### src/rtl/ppsp_pkg.sv
// Package: phases, token and error codes, queue entry type for the probe packet parser.
package ppsp_pkg;

    typedef enum logic [4:0] {
        PH_PREFIX  = 5'd0,
        PH_HDR     = 5'd1,
        PH_SEQ_R   = 5'd2,
        PH_CTX_R   = 5'd3,
        PH_LEN0    = 5'd4,
        PH_STR0    = 5'd5,
        PH_LEN1    = 5'd6,
        PH_STR1    = 5'd7,
        PH_LEN2    = 5'd8,
        PH_STR2    = 5'd9,
        PH_FT_R    = 5'd10,
        PH_PS_R    = 5'd11,
        PH_PAY     = 5'd12,
        PH_SEQ_A   = 5'd13,
        PH_CTX_A   = 5'd14,
        PH_SRX     = 5'd15,
        PH_STX     = 5'd16,
        PH_FT_A    = 5'd17,
        PH_PS_A    = 5'd18,
        PH_ACC     = 5'd19,
        PH_LEN3    = 5'd20,
        PH_STR3    = 5'd21,
        PH_DONE    = 5'd22,
        PH_DISCARD = 5'd23
    } phase_t;

    localparam logic [3:0] TK_SEQ    = 4'd0;
    localparam logic [3:0] TK_CTX    = 4'd1;
    localparam logic [3:0] TK_SRX    = 4'd2;
    localparam logic [3:0] TK_STX    = 4'd3;
    localparam logic [3:0] TK_STRLEN = 4'd4;
    localparam logic [3:0] TK_STRB   = 4'd5;
    localparam logic [3:0] TK_ABSENT = 4'd6;
    localparam logic [3:0] TK_FTYPE  = 4'd7;
    localparam logic [3:0] TK_PSIZE  = 4'd8;
    localparam logic [3:0] TK_PBYTE  = 4'd9;
    localparam logic [3:0] TK_ACCEPT = 4'd10;
    localparam logic [3:0] TK_ERROR  = 4'd11;

    localparam logic [3:0] ERR_OK       = 4'd0;
    localparam logic [3:0] ERR_BADLEN   = 4'd1;
    localparam logic [3:0] ERR_SMALL    = 4'd2;
    localparam logic [3:0] ERR_MAGIC    = 4'd3;
    localparam logic [3:0] ERR_VERSION  = 4'd4;
    localparam logic [3:0] ERR_KIND     = 4'd5;
    localparam logic [3:0] ERR_UNDERRUN = 4'd6;
    localparam logic [3:0] ERR_OVERLONG = 4'd7;
    localparam logic [3:0] ERR_TRAILING = 4'd8;

    localparam logic [0:0] CFG_KIND = 1'd0;
    localparam logic [0:0] CFG_MAX  = 1'd1;

    localparam logic [1:0]  KIND_REQ     = 2'd1;
    localparam logic [1:0]  KIND_ACK     = 2'd2;
    localparam logic [15:0] ABSENT_LEN   = 16'hFFFF;
    localparam logic [2:0]  HEADER_BYTES = 3'd6;
    localparam logic [7:0]  PROTO_VER    = 8'd1;
    localparam logic [31:0] MAX_RESET    = 32'd65536;

    // Queue depth between front and back
    localparam int QDEPTH = 4;
    localparam int QAW    = 2;

    typedef struct packed {
        logic [3:0]  kind;
        logic [1:0]  slot;
        logic [63:0] value;
        logic [3:0]  err;
        logic        last;
    } token_t;

    function automatic logic [7:0] magic_byte(input logic [1:0] pos);
        logic [7:0] r;
        case (pos)
            2'd0:    r = 8'h49;
            2'd1:    r = 8'h35;
            2'd2:    r = 8'h47;
            default: r = 8'h50;
        endcase
        return r;
    endfunction

endpackage

### src/rtl/ppsp_front.sv
// Front part: byte parser that classifies each byte and produces at most one token.
module ppsp_front (
    input  logic                 clk,
    input  logic                 rst_n,
    input  logic                 byte_valid,
    input  logic [7:0]           byte_data,
    input  logic [1:0]           expected_kind,
    input  logic [31:0]          max_packet_bytes,
    output logic                 tok_valid,
    output ppsp_pkg::token_t     tok
);
    import ppsp_pkg::*;

    phase_t      phase_reg, phase_next;
    logic [2:0]  cnt_reg, cnt_next;
    logic [31:0] left_reg, left_next;
    logic [63:0] acc_reg, acc_next;
    logic [31:0] run_reg, run_next;
    logic        halted_reg, halted_next;

    logic [31:0] left_dec;
    logic        at_end;
    logic [63:0] acc_sh;
    logic [31:0] run_dec;
    logic [15:0] len16;
    logic        emit;
    token_t      t;

    assign left_dec = (left_reg != 32'd0) ? left_reg - 32'd1 : 32'd0;
    assign at_end   = (left_dec == 32'd0);
    assign acc_sh   = {acc_reg[55:0], byte_data};
    assign run_dec  = (run_reg != 32'd0) ? run_reg - 32'd1 : 32'd0;
    assign len16    = acc_sh[15:0];

    // Next state and token for one accepted byte
    always_comb
    begin
        phase_t nx;
        logic   fl;
        logic [3:0] fcode;
        logic   adv;
        logic [3:0] ak;
        logic [1:0] as;
        logic [63:0] av;
        logic   done_ok;
        phase_next  = phase_reg;
        cnt_next    = cnt_reg;
        left_next   = left_reg;
        acc_next    = acc_reg;
        run_next    = run_reg;
        halted_next = halted_reg;
        emit = 1'b0;
        t    = '0;
        nx   = phase_reg;
        fl   = 1'b0;
        fcode = ERR_OK;
        adv  = 1'b0;
        ak   = 4'd0;
        as   = 2'd0;
        av   = 64'd0;
        done_ok = 1'b0;
        if (byte_valid && !halted_reg)
        begin
            if (phase_reg == PH_PREFIX)
            begin
                if (cnt_reg != 3'd3)
                begin
                    acc_next = acc_sh;
                    cnt_next = cnt_reg + 3'd1;
                end
                else
                begin
                    acc_next = '0;
                    cnt_next = '0;
                    if (acc_sh[31:0] == 32'd0 || acc_sh[31:0] > max_packet_bytes)
                    begin
                        halted_next = 1'b1;
                        emit = 1'b1;
                        t = '{TK_ERROR, 2'd0, 64'd0, ERR_BADLEN, 1'b1};
                    end
                    else
                    begin
                        left_next = acc_sh[31:0];
                        if (acc_sh[31:0] < 32'(HEADER_BYTES))
                        begin
                            phase_next = PH_DISCARD;
                            emit = 1'b1;
                            t = '{TK_ERROR, 2'd0, 64'd0, ERR_SMALL, 1'b1};
                        end
                        else
                            phase_next = PH_HDR;
                    end
                end
            end
            else
            begin
                left_next = left_dec;
                case (phase_reg)
                    PH_HDR:
                    begin
                        if (cnt_reg < 3'd4 && byte_data != magic_byte(cnt_reg[1:0]))
                        begin
                            fl = 1'b1; fcode = ERR_MAGIC;
                        end
                        else if (cnt_reg == 3'd4 && byte_data != PROTO_VER)
                        begin
                            fl = 1'b1; fcode = ERR_VERSION;
                        end
                        else if (cnt_reg == 3'd5 && (byte_data != {6'd0, expected_kind}
                                 || (expected_kind != KIND_REQ && expected_kind != KIND_ACK)))
                        begin
                            fl = 1'b1; fcode = ERR_KIND;
                        end
                        else if (cnt_reg != 3'd5)
                            cnt_next = cnt_reg + 3'd1;
                        else
                        begin
                            cnt_next = '0;
                            if (at_end)
                            begin
                                fl = 1'b1; fcode = ERR_UNDERRUN;
                            end
                            else
                                phase_next = (expected_kind == KIND_REQ) ? PH_SEQ_R : PH_SEQ_A;
                        end
                    end
                    PH_SEQ_R, PH_CTX_R, PH_SEQ_A, PH_CTX_A, PH_SRX, PH_STX:
                    begin
                        if (cnt_reg != 3'd7)
                        begin
                            acc_next = acc_sh;
                            cnt_next = cnt_reg + 3'd1;
                            if (at_end)
                            begin
                                fl = 1'b1; fcode = ERR_UNDERRUN;
                            end
                        end
                        else
                        begin
                            acc_next = '0;
                            cnt_next = '0;
                            adv = 1'b1;
                            av = acc_sh;
                            case (phase_reg)
                                PH_SEQ_R: begin ak = TK_SEQ; nx = PH_CTX_R; end
                                PH_CTX_R: begin ak = TK_CTX; nx = PH_LEN0; end
                                PH_SEQ_A: begin ak = TK_SEQ; nx = PH_CTX_A; end
                                PH_CTX_A: begin ak = TK_CTX; nx = PH_SRX; end
                                PH_SRX:   begin ak = TK_SRX; nx = PH_STX; end
                                default:  begin ak = TK_STX; nx = PH_FT_A; end
                            endcase
                        end
                    end
                    PH_LEN0, PH_LEN1, PH_LEN2, PH_LEN3:
                    begin
                        case (phase_reg)
                            PH_LEN0: as = 2'd0;
                            PH_LEN1: as = 2'd1;
                            PH_LEN2: as = 2'd2;
                            default: as = 2'd3;
                        endcase
                        if (cnt_reg == 3'd0)
                        begin
                            acc_next = acc_sh;
                            cnt_next = 3'd1;
                            if (at_end)
                            begin
                                fl = 1'b1; fcode = ERR_UNDERRUN;
                            end
                        end
                        else
                        begin
                            acc_next = '0;
                            cnt_next = '0;
                            if (as == 2'd2 && len16 == ABSENT_LEN)
                            begin
                                adv = 1'b1; ak = TK_ABSENT; av = 64'(ABSENT_LEN);
                                nx = PH_FT_R;
                            end
                            else if (32'(len16) > left_dec)
                            begin
                                fl = 1'b1; fcode = ERR_OVERLONG;
                            end
                            else
                            begin
                                adv = 1'b1; ak = TK_STRLEN; av = 64'(len16);
                                if (len16 == 16'd0)
                                begin
                                    case (as)
                                        2'd0:    nx = PH_LEN1;
                                        2'd1:    nx = PH_LEN2;
                                        2'd2:    nx = PH_FT_R;
                                        default: nx = PH_DONE;
                                    endcase
                                end
                                else
                                begin
                                    run_next = 32'(len16);
                                    nx = phase_t'(phase_reg + 5'd1);
                                end
                            end
                        end
                    end
                    PH_STR0, PH_STR1, PH_STR2, PH_STR3:
                    begin
                        case (phase_reg)
                            PH_STR0: as = 2'd0;
                            PH_STR1: as = 2'd1;
                            PH_STR2: as = 2'd2;
                            default: as = 2'd3;
                        endcase
                        run_next = run_dec;
                        adv = 1'b1; ak = TK_STRB; av = 64'(byte_data);
                        if (run_dec != 32'd0)
                            nx = phase_reg;
                        else
                        begin
                            case (as)
                                2'd0:    nx = PH_LEN1;
                                2'd1:    nx = PH_LEN2;
                                2'd2:    nx = PH_FT_R;
                                default: nx = PH_DONE;
                            endcase
                        end
                    end
                    PH_FT_R, PH_FT_A:
                    begin
                        adv = 1'b1; ak = TK_FTYPE; av = 64'(byte_data);
                        nx = (phase_reg == PH_FT_R) ? PH_PS_R : PH_PS_A;
                    end
                    PH_PS_R, PH_PS_A:
                    begin
                        if (cnt_reg != 3'd3)
                        begin
                            acc_next = acc_sh;
                            cnt_next = cnt_reg + 3'd1;
                            if (at_end)
                            begin
                                fl = 1'b1; fcode = ERR_UNDERRUN;
                            end
                        end
                        else
                        begin
                            acc_next = '0;
                            cnt_next = '0;
                            if (phase_reg == PH_PS_A)
                            begin
                                adv = 1'b1; ak = TK_PSIZE; av = 64'(acc_sh[31:0]);
                                nx = PH_ACC;
                            end
                            else if (acc_sh[31:0] > left_dec)
                            begin
                                fl = 1'b1; fcode = ERR_OVERLONG;
                            end
                            else
                            begin
                                adv = 1'b1; ak = TK_PSIZE; av = 64'(acc_sh[31:0]);
                                if (acc_sh[31:0] == 32'd0)
                                    nx = PH_DONE;
                                else
                                begin
                                    run_next = acc_sh[31:0];
                                    nx = PH_PAY;
                                end
                            end
                        end
                    end
                    PH_PAY:
                    begin
                        run_next = run_dec;
                        adv = 1'b1; ak = TK_PBYTE; av = 64'(byte_data);
                        nx = (run_dec == 32'd0) ? PH_DONE : PH_PAY;
                    end
                    PH_ACC:
                    begin
                        adv = 1'b1; ak = TK_ACCEPT; av = {63'd0, byte_data != 8'd0};
                        nx = PH_LEN3;
                    end
                    PH_DONE:
                    begin
                        fl = 1'b1; fcode = ERR_TRAILING;
                    end
                    default:
                        phase_next = at_end ? PH_PREFIX : PH_DISCARD;
                endcase

                // Resolve a completed field against the packet end
                if (adv)
                begin
                    done_ok = (nx == PH_DONE);
                    if (!done_ok && at_end)
                    begin
                        fl = 1'b1; fcode = ERR_UNDERRUN;
                    end
                    else
                    begin
                        phase_next = (done_ok && at_end) ? PH_PREFIX : nx;
                        emit = 1'b1;
                        t = '{ak, as, av, ERR_OK, done_ok && at_end};
                    end
                end
                if (fl)
                begin
                    cnt_next = '0;
                    acc_next = '0;
                    run_next = '0;
                    phase_next = at_end ? PH_PREFIX : PH_DISCARD;
                    emit = 1'b1;
                    t = '{TK_ERROR, 2'd0, 64'd0, fcode, 1'b1};
                end
            end
        end
    end

    assign tok_valid = emit;
    assign tok       = t;

    // Hold parser state
    always_ff @(posedge clk or negedge rst_n)
    begin
        if (!rst_n)
        begin
            phase_reg  <= PH_PREFIX;
            cnt_reg    <= '0;
            left_reg   <= '0;
            acc_reg    <= '0;
            run_reg    <= '0;
            halted_reg <= 1'b0;
        end
        else
        begin
            phase_reg  <= phase_next;
            cnt_reg    <= cnt_next;
            left_reg   <= left_next;
            acc_reg    <= acc_next;
            run_reg    <= run_next;
            halted_reg <= halted_next;
        end
    end

    // Once halted, the parser never emits again
    a_halt_quiet: assert property (@(posedge clk) disable iff (!rst_n)
        halted_reg |-> !tok_valid)
        else $error("token emitted while halted");
    a_halt_sticky: assert property (@(posedge clk) disable iff (!rst_n)
        halted_reg |=> halted_reg)
        else $error("halt cleared without reset");
    a_err_last: assert property (@(posedge clk) disable iff (!rst_n)
        (tok_valid && tok.kind == TK_ERROR) |-> (tok.last && tok.err != ERR_OK))
        else $error("error token malformed");

endmodule

### src/rtl/ppsp_back.sv
// Back part: token queue and registered output stage toward the master side.
module ppsp_back (
    input  logic                 clk,
    input  logic                 rst_n,
    input  logic                 tok_valid,
    input  ppsp_pkg::token_t     tok,
    output logic                 space_ok,
    output logic                 out_valid,
    input  logic                 out_ready,
    output ppsp_pkg::token_t     out_tok
);
    import ppsp_pkg::*;

    token_t        q_mem [QDEPTH];
    logic [QAW:0]  wr_reg, rd_reg, cnt;
    logic          ov_reg;
    token_t        ot_reg;
    logic          pop;

    assign cnt      = wr_reg - rd_reg;
    // Reserve room for one token per accepted byte; the output register is not counted
    assign space_ok = (cnt != (QAW+1)'(QDEPTH));
    assign pop      = (cnt != '0) && (!ov_reg || out_ready);

    // Write queue entries and load the output register on a pop
    always_ff @(posedge clk)
    begin
        if (tok_valid)
            q_mem[wr_reg[QAW-1:0]] <= tok;
        if (pop)
            ot_reg <= q_mem[rd_reg[QAW-1:0]];
    end

    // Advance pointers and output valid
    always_ff @(posedge clk or negedge rst_n)
    begin
        if (!rst_n)
        begin
            wr_reg <= '0;
            rd_reg <= '0;
            ov_reg <= 1'b0;
        end
        else
        begin
            if (tok_valid)
                wr_reg <= wr_reg + 1'b1;
            if (pop)
                rd_reg <= rd_reg + 1'b1;
            if (pop)
                ov_reg <= 1'b1;
            else if (out_ready)
                ov_reg <= 1'b0;
        end
    end

    assign out_valid = ov_reg;
    assign out_tok   = ot_reg;

    a_no_overflow: assert property (@(posedge clk) disable iff (!rst_n)
        tok_valid |-> space_ok)
        else $error("queue overflow");
    a_count_range: assert property (@(posedge clk) disable iff (!rst_n)
        cnt <= (QAW+1)'(QDEPTH))
        else $error("queue count out of range");
    a_hold: assert property (@(posedge clk) disable iff (!rst_n)
        (out_valid && !out_ready) |=> (out_valid && $stable(out_tok)))
        else $error("output dropped while stalled");

endmodule

### src/rtl/probe_packet_stream_parser.sv
// Top level: probe packet stream parser with config registers, front parser and token queue.
// A token passes through the token queue and then the output register before it leaves.
// Throughput: one byte per cycle; the four-entry token queue stalls input only
// when it is full behind a stalled master side.
// Reset: rst_n clears parser state, the halt flag, the queue and restores
// expected_kind 1 and max_packet_bytes 65536.
module probe_packet_stream_parser (
    input  logic        clk,
    input  logic        rst_n,
    input  logic        cfg_we,
    input  logic [0:0]  cfg_index,
    input  logic [31:0] cfg_data,
    input  logic        s_tvalid,
    output logic        s_tready,
    input  logic [7:0]  s_tdata,   // [7:0] stream_byte
    output logic        m_tvalid,
    input  logic        m_tready,
    output logic [79:0] m_tdata,   // [3:0] token_kind, [5:4] string_slot,
                                   // [69:6] token_value, [73:70] error_code, zero fill
    output logic        m_tlast
);
    import ppsp_pkg::*;

    logic [1:0]  kind_reg;
    logic [31:0] max_reg;
    logic        tok_valid, space_ok, ov;
    token_t      tok, ot;

    // Write configuration registers
    always_ff @(posedge clk or negedge rst_n)
    begin
        if (!rst_n)
        begin
            kind_reg <= KIND_REQ;
            max_reg  <= MAX_RESET;
        end
        else if (cfg_we)
        begin
            case (cfg_index)
                CFG_KIND: kind_reg <= cfg_data[1:0];
                CFG_MAX:  max_reg  <= cfg_data;
                default:  ;
            endcase
        end
    end

    assign s_tready = space_ok;

    ppsp_front u_front (
        .clk              (clk),
        .rst_n            (rst_n),
        .byte_valid       (s_tvalid && space_ok),
        .byte_data        (s_tdata),
        .expected_kind    (kind_reg),
        .max_packet_bytes (max_reg),
        .tok_valid        (tok_valid),
        .tok              (tok)
    );

    ppsp_back u_back (
        .clk       (clk),
        .rst_n     (rst_n),
        .tok_valid (tok_valid),
        .tok       (tok),
        .space_ok  (space_ok),
        .out_valid (ov),
        .out_ready (m_tready),
        .out_tok   (ot)
    );

    assign m_tvalid = ov;
    assign m_tdata  = {6'd0, ot.err, ot.value, ot.slot, ot.kind};
    assign m_tlast  = ot.last;

endmodule
### config.mk
export PLATFORM = sky130hd
export DESIGN_NAME = probe_packet_stream_parser
export DESIGN_NICKNAME = d
export VERILOG_FILES = /design/src/rtl/ppsp_pkg.sv /design/src/rtl/ppsp_front.sv /design/src/rtl/ppsp_back.sv /design/src/rtl/probe_packet_stream_parser.sv
export SDC_FILE = /design/constraint.sdc
export NUM_CORES = 1
export LEC_CHECK = 0
export BUFFER_PORTS_ARGS = -buffer_cell sky130_fd_sc_hd__buf_2
export CAP_MARGIN = 10
export CELL_PAD_IN_SITES_DETAIL_PLACEMENT = 1
export CELL_PAD_IN_SITES_GLOBAL_PLACEMENT = 1
export CORE_MARGIN = 8
export CORE_UTILIZATION = 48
export CTS_BUF_LIST = sky130_fd_sc_hd__clkbuf_8
export DETAILED_ROUTE_END_ITERATION = 6
export GPL_ROUTABILITY_DRIVEN = 0
export PLACE_DENSITY = 0.8
export SETUP_SLACK_MARGIN = 0.05
export SLEW_MARGIN = 0
export SYNTH_ARGS = -nofsm -noshare
export SYNTH_HDL_FRONTEND = slang
export SYNTH_HIERARCHICAL = 1
export SYNTH_SLANG_ARGS = --single-unit
export TNS_END_PERCENT = 1
### constraint.sdc
create_clock -name clk -period 7.52 [get_ports clk]
set_clock_uncertainty 0.15 [all_clocks]
set_input_delay 1.88 -clock clk [delete_from_list [all_inputs] [get_ports clk]]
set_output_delay 1.88 -clock clk [all_outputs]
set_load 0.01 [all_outputs]
* Yosys cells after proc, flatten, opt, wreduce, memory -nomap -nowiden
Memories as Yosys holds them, arrays and structs flattened. A register that Yosys moved wholly into a read port is not among the register bits. Index checks and enable logic that the tools add are counted.
Operators by class: add/sub/neg operators 7, reduce and logical (&&, ||, !) cells 52, $lt $le $gt $ge 5, bitwise logic cells 3, equality and inequality tests 55, multiplexer cells 157
Operator list (number):
- $mux 75 | 8
- $mux 32 | 16
- $pmux 64 s5 | 1
- $mux 56 | 5
- $mux 64 | 4
- $pmux 56 s3 | 1
- $mux 5 | 28
- $logic_not 32->1 | 3
- $pmux 32 s3 | 1
- $reduce_bool 32->1 | 3
- $mux 4 | 18
- $gt 32x32->1 | 2
- $sub 32x1->32 const B | 2
- $eq 5x4->1 const B | 8
- $eq 5x5->1 const B | 8
- $mux 1 | 38
- $mux 3 | 12
- $pmux 5 s7 | 1
- $ne 3x3->1 const B | 11
- $gt 16x32->1 | 1
- $lt 32x3->1 const B | 1
- $pmux 5 s3 | 2
- $pmux 4 s7 | 1
- $pmux 5 s5 | 1
- 55 further kinds | 103
Storage, ports and cells: memory bits (writable) 300, register bits 170, memories kept 1
Memories:
- u_back.q_mem | depth 4, bits a word 75, rd ports 1, clocked after memory_dff 1, write ports 1, line ppsp_back.sv:14 | token_t q_mem [QDEPTH];

* Logic depth before layout (Yosys ltp)
depth in word-level cells 26, gate-level depth with buffers 26, gate-level depth less buffers 21

* By module
Netlist, hierarchy kept.
By module, submodules not included:
- ppsp_back | times used 1, area each 13485.4 µm², seq. area each 11436.0 µm², cells each 507
- ppsp_front | times used 1, area each 11981.5 µm², seq. area each 3228.1 µm², cells each 1508
- probe_packet_stream_parser | times used 1, area each 1450.1 µm², seq. area each 853.3 µm², cells each 81

* Worst setup path before layout
Ideal clock, no wire load.
path kind register to register, start point register u_front.left_reg[0], end point memory u_back/q_mem[3][0] (netlist bit), enable pin, path buffers 4, slack 286 ps, arrival 6641 ps, library setup time 443 ps, stages on the path, launching flop included 24, cell sequence dfrtp_1 > inv_1 > ha_1 > nor3b_1 > and4_1 > buf_2 > nand3_1 > clkbuf_1 > clkbuf_1 > nand2_1 > ha_1 > a21o_1 > a21oi_1 > o21ai_1 > or4_1 > a22oi_1 > o21bai_1 > nand2_1 > nor2_1 > nand2_1 > clkbuf_1 > o221ai_1 > inv_1 > and2_1
On the way: word-level cells in the longest chain between the ends 21
RTL lines:
- from (decl) | line ppsp_front.sv:16 | logic [31:0] left_reg, left_next;
- from (signal assigned) | line ppsp_front.sv:334 | left_reg <= left_next;
- $sub 32x1->32 or $reduce_bool 32->1 (tied branches) | line ppsp_front.sv:29 | assign left_dec = (left_reg != 32'd0) ? left_reg - 32'd1 : 32'd0;
- $mux 32 * | line ppsp_front.sv:29
- $gt 32x32->1 or $gt 16x32->1 (tied branches) | line ppsp_front.sv:251, ppsp_front.sv:180
- $mux 5, on equally long branches | line ppsp_front.sv:251, ppsp_front.sv:180
- $mux 5, on equally long branches | line ppsp_front.sv:246, ppsp_front.sv:175
- $mux 5, on equally long branches | line ppsp_front.sv:233, ppsp_front.sv:162
- $pmux 5 s7 | line ppsp_front.sv:98 | case (phase_reg)
- $mux 5 | line ppsp_front.sv:64 | if (phase_reg == PH_PREFIX)
- (+6 left out)
- $mux 1 | line ppsp_front.sv:64
- $mux 1 | line ppsp_front.sv:62 | if (byte_valid && !halted_reg)
- $mux 1 * | line ppsp_front.sv:302 | if (fl)
- $mux 1 * | line ppsp_front.sv:64
- $mux 1 * | line ppsp_front.sv:62
- via tok_valid | line probe_packet_stream_parser.sv:26 | logic tok_valid, space_ok, ov;
- $mux 1 * | line ppsp_back.sv:28 | if (tok_valid)
- $mux 1 (implied by the code) * | line ppsp_back.sv:29 | q_mem[wr_reg[QAW-1:0]] <= tok;
- to (decl) | line ppsp_back.sv:14
The timed path passes the listed nets; every way through them passes the cells marked *. The select of a mux whose other input is x is not followed.

==> flow_summary.json <==
{
  "result_of_the_run": "completed",
  "root_buffer": "sky130_fd_sc_hd__clkbuf_8",
  "ir_worst_vdd_v": 0.000167,
  "die_height_um": 253,
  "filler_cell_count": 5737,
  "crit_chain": "nor4_1 -> nand3_1 -> nor4_2 -> mux2i_1 -> ha_1 -> nand4_1 -> nor4_1 -> buf_4 -> a22oi_1 -> nand3_1 -> a22oi_1 -> nor2_1 -> a31o_1 -> o21bai_1 -> or4_1 -> or2_1 -> or3_1 -> a21oi_4 -> and2_1",
  "vias_per_cell": 6.15,
  "hold_path_startpoint": "u_front/halted_reg",
  "seq_power_share_pct": 39.3,
  "yosysUniqueCellTypes": 100,
  "num_vias": 18700,
  "delay_of_the_slowest_cell_on_the_worst_path_ns": 0.63,
  "crit_path_top_delay_cell": "sky130_fd_sc_hd__or4_1",
  "nNetsFinal": 2357,
  "ys_ff_latch": 545,
  "crit_fanout": 16,
  "number_of_placed_i_o_pins": 129,
  "finalHoldViolCount": 0,
  "rr_worst_depth": 19,
  "startpoint_type_of_the_worst_setup_path": "register",
  "ctsResizeCount": 0,
  "use_met3_pct": 4.32,
  "timing_worst_setup_path_type": "register to register",
  "p_comb_share_pct": 40.2,
  "power_density_nw_per_um2": 431,
  "antenna_diode_count": 0,
  "dp_hpwl_mm": 51.7,
  "clock-sinks": 545,
  "detail_route.first_pass.iterations": 5,
  "holdCritPathClass": "register to register",
  "regToRegStartpoint": "u_front/left_reg[3]",
  "rsz0062_at_grt": "false",
  "antenna_left": 0,
  "grt_use_total_pct": 23.7,
  "grt_util_met1_pct": 29.1,
  "holdPathStages": 1,
  "mostFrequentLayoutCell": "sky130_fd_sc_hd__edfxtp_1",
  "finalWorstSetupSlack_ns": 0.533,
  "post_cts.repair.setup_buffers": 0,
  "final-setup-viol-count": 0,
  "cts_hold_buf": 0,
  "ys_seq_area_share_pct": 57.6,
  "chip_width_um": 253,
  "max_slew_margin_pct": 21.1,
  "total_leakage_power_nw": 11.6,
  "die-area_um2": 63900,
  "avgSynthCellArea_um2": 12.8,
  "syn-cell-area_um2": 26900,
  "period_needed_ns": 6.99,
  "worst-slew-pin-transition_ns": 1.18,
  "globalRoute.busiestLayer": "met2",
  "cap_viol_max_count": 0,
  "cts_made_buffers": 88,
  "route.final.wire_length_mm": 76.6,
  "worstSkewPairLatency_ns": 0.68,
  "placement.setup.worst_slack_ns": 0.644,
  "routedWlPerCell_um": 25.1,
  "grt_max_degree": 70,
  "critical_path.reg2reg.endpoint": "u_back/q_mem[3][31]",
  "initialDrtViolationCount": 1205,
  "largest_register_ffs": 300,
  "port-buffer-count": 122,
  "cts-root-to-sink-buffers": 3,
  "layout-drive-gt1-share_pct": 20.1,
  "floorplan.initialDensity_pct": 48.1,
  "area_inside_the_core_boundary_um2": 56000,
  "critical-path-top-delay-family": "simple AND/OR/NAND/NOR gates",
  "cts_tree": "done",
  "worst-path-buf-inv": 1,
  "fp-row-count": 87,
  "synth-edff-count": 375,
  "max_freq_ghz": 0.143,
  "clk_pin_slew_worst_paths_ns": 0.07,
  "globalRouteMet2Util_pct": 41.4,
  "grt_remaining_overflow": 0,
  "area_growth_syn_to_layout_pct": 11.7,
  "sw_frac_of_total_pct": 40.5,
  "yosys_warnings": 6,
  "mostFrequentLayoutCells": "375 x sky130_fd_sc_hd__edfxtp_1, 166 x sky130_fd_sc_hd__dfrtp_1, 141 x sky130_fd_sc_hd__nor2_1, 136 x sky130_fd_sc_hd__a21oi_1, 121 x sky130_fd_sc_hd__buf_2",
  "critPathCaptureType": "register",
  "grt_first_pass_wirelength_mm": 118,
  "net_sw_power_w": 0.00526,
  "fin_setup_tns_ns": 0,
  "setup_slack_of_the_most_critical_reg_to_reg_path_ns": 0.53,
  "netlist_instances": 2096,
  "async_flop_share_pct": 31.2,
  "number_of_antenna_violations_at_the_first_check_in_global_routing": 2,
  "first_global_vias": 20000,
  "h-tree-depth": 3,
  "drc_errors": 0,
  "timing.final.crit_share_pct": 92.9,
  "yosys_most_used_dff": "sky130_fd_sc_hd__edfxtp_1",
  "worstHoldEndpoint": "u_front/halted_reg",
  "clock_power_share_pct": 20.5,
  "cellInternalPower_w": 0.00771,
  "crit_arrival_ns": 7.33,
  "cp_data_required_time_ns": 7.86,
  "final_max_slew_viol_count": 0
}
-- metal layers --
| metal | routed length, µm | share of wire [%] |
|---|---|---|
| met5 | 0 | 0 |
| met3 | 4360 | 5.7 |
| met1 | 31100 | 41 |
| met4 | 2640 | 3.4 |
| met2 | 38500 | 50 |
-- cells by family (layout without fill, tap and decap cells) --
| family | count (synthesis) | count (layout) | share of synthesized area, % |
|---|---|---|---|
| buffers and inverters | 191 | 383 | 3.25 |
| adders and majority gates | 93 | 93 | 4.32 |
| muxes | 133 | 133 | 9.09 |
| other | 1 | 6 | 0.0139 |
| DFF | 545 | 545 | 57.6 |
| AOI/OAI and AO/OA | 444 | 444 | 11.3 |
| xor gates and xnor gates | 47 | 47 | 1.53 |
| and+or+nand+nor | 642 | 642 | 12.8 |
-- worst register-to-register path, cell delays in order, from the launching register on --
cell,delay [ns]
sky130_fd_sc_hd__dfrtp_1,0.49
sky130_fd_sc_hd__nor4_1,0.53
sky130_fd_sc_hd__nand3_1,0.53
sky130_fd_sc_hd__nor4_2,0.42
sky130_fd_sc_hd__mux2i_1,0.37
sky130_fd_sc_hd__ha_1,0.31
sky130_fd_sc_hd__nand4_1,0.17
sky130_fd_sc_hd__nor4_1,0.08
sky130_fd_sc_hd__buf_4,0.16
sky130_fd_sc_hd__a22oi_1,0.13
sky130_fd_sc_hd__nand3_1,0.18
sky130_fd_sc_hd__a22oi_1,0.29
sky130_fd_sc_hd__nor2_1,0.10
sky130_fd_sc_hd__a31o_1,0.21
sky130_fd_sc_hd__o21bai_1,0.20
sky130_fd_sc_hd__or4_1,0.63
sky130_fd_sc_hd__or2_1,0.35
sky130_fd_sc_hd__or3_1,0.62
sky130_fd_sc_hd__a21oi_4,0.55
sky130_fd_sc_hd__and2_1,0.33
-- how the worst max path moves through the flow --
stage | from | to | slack (ns) | cells past startpoint
floorplan | u_front/left_reg[0] | u_back/q_mem[3][0] | 0.29 | 23
global placement | s_tdata[7] | u_back/q_mem[0][27] | 0.74 | 15
detailed placement | s_tdata[0] | u_back/q_mem[3][23] | 0.64 | 16
CTS | u_front/left_reg[0] | u_back/q_mem[2][31] | 0.67 | 21
global route | u_front/left_reg[3] | u_back/q_mem[0][31] | 0.21 | 19
finish | u_front/left_reg[3] | u_back/q_mem[3][31] | 0.53 | 19
-- layout make-up --
type | instances | area (µm²) | share of cell area [%]
sequential | 545 | 15500 | 51.6
clock buffer | 96 | 1320 | 4.39
timing repair buffer | 159 | 957 | 3.18
tap | 756 | 946 | 3.15
inverter | 59 | 221 | 0.736
multi-input combinational | 1365 | 10600 | 35.2
clock inverter | 69 | 522 | 1.73
-- power by group through the flow --
stage | combinational [W] | sequential [W] | clock (W)
CTS | 0.00520 | 0.00509 | 0.00273
global route | 0.00562 | 0.00519 | 0.00283
finish | 0.00521 | 0.00509 | 0.00266
detailed placement | 0.00516 | 0.00513 | 0
global placement | 0.00497 | 0.00506 | 0
floorplan | 0.00367 | 0.00481 | 0
-- metrics by stage --
| stage | area (µm²) | power, W | hold WS, ns | utilization [%] | std cells |
|---|---|---|---|---|---|
| after floorplan | 26900 | 0.00848 | 0.299 | - | 2101 |
| after global placement | 28200 | 0.0100 | 0.318 | 50.5 | 2884 |
| after detailed placement | 28200 | 0.0103 | 0.320 | 50.5 | 2884 |
| after CTS | 30100 | 0.0130 | 0.343 | 53.8 | 3049 |
| after global routing | 30100 | 0.0136 | 0.360 | 53.8 | 3049 |
| final | 30100 | 0.0130 | 0.340 | 53.8 | 3049 |
-- synth_stat cells (11+ instances only) --
| master | number | area, µm² |
|---|---|---|
| sky130_fd_sc_hd__edfxtp_1 | 375 | 11300 |
| sky130_fd_sc_hd__dfrtp_1 | 168 | 4200 |
| sky130_fd_sc_hd__nor2_1 | 142 | 533 |
| sky130_fd_sc_hd__a21oi_1 | 136 | 681 |
| sky130_fd_sc_hd__nand2_1 | 116 | 435 |
| sky130_fd_sc_hd__ha_1 | 93 | 1160 |
| sky130_fd_sc_hd__mux4_2 | 75 | 1690 |
| sky130_fd_sc_hd__and2_1 | 72 | 450 |
| sky130_fd_sc_hd__clkbuf_1 | 70 | 263 |
| sky130_fd_sc_hd__a22o_1 | 61 | 534 |
| sky130_fd_sc_hd__inv_1 | 58 | 218 |
| sky130_fd_sc_hd__o21ai_0 | 55 | 275 |
| sky130_fd_sc_hd__nand3_1 | 52 | 260 |
| sky130_fd_sc_hd__nor3_1 | 50 | 250 |
| sky130_fd_sc_hd__nor4_1 | 37 | 231 |
| sky130_fd_sc_hd__nand4_1 | 35 | 219 |
| sky130_fd_sc_hd__buf_2 | 33 | 165 |
| sky130_fd_sc_hd__mux2_4 | 32 | 480 |
| sky130_fd_sc_hd__a21o_1 | 31 | 233 |
| sky130_fd_sc_hd__xor2_1 | 24 | 210 |
| sky130_fd_sc_hd__xnor2_1 | 23 | 201 |
| sky130_fd_sc_hd__a22oi_1 | 21 | 158 |
| sky130_fd_sc_hd__nand2b_1 | 21 | 131 |
| sky130_fd_sc_hd__nor2b_1 | 21 | 131 |
| sky130_fd_sc_hd__o211ai_1 | 16 | 120 |
| sky130_fd_sc_hd__a31oi_1 | 15 | 93.8 |
| sky130_fd_sc_hd__or4_1 | 15 | 113 |
| sky130_fd_sc_hd__or3_1 | 13 | 81.3 |
| sky130_fd_sc_hd__mux2_2 | 12 | 135 |
| sky130_fd_sc_hd__mux2i_1 | 12 | 120 |
| sky130_fd_sc_hd__o2bb2ai_1 | 12 | 105 |
| sky130_fd_sc_hd__buf_6 | 11 | 124 |
No activity file was read; power rests on OpenSTA's default activity.
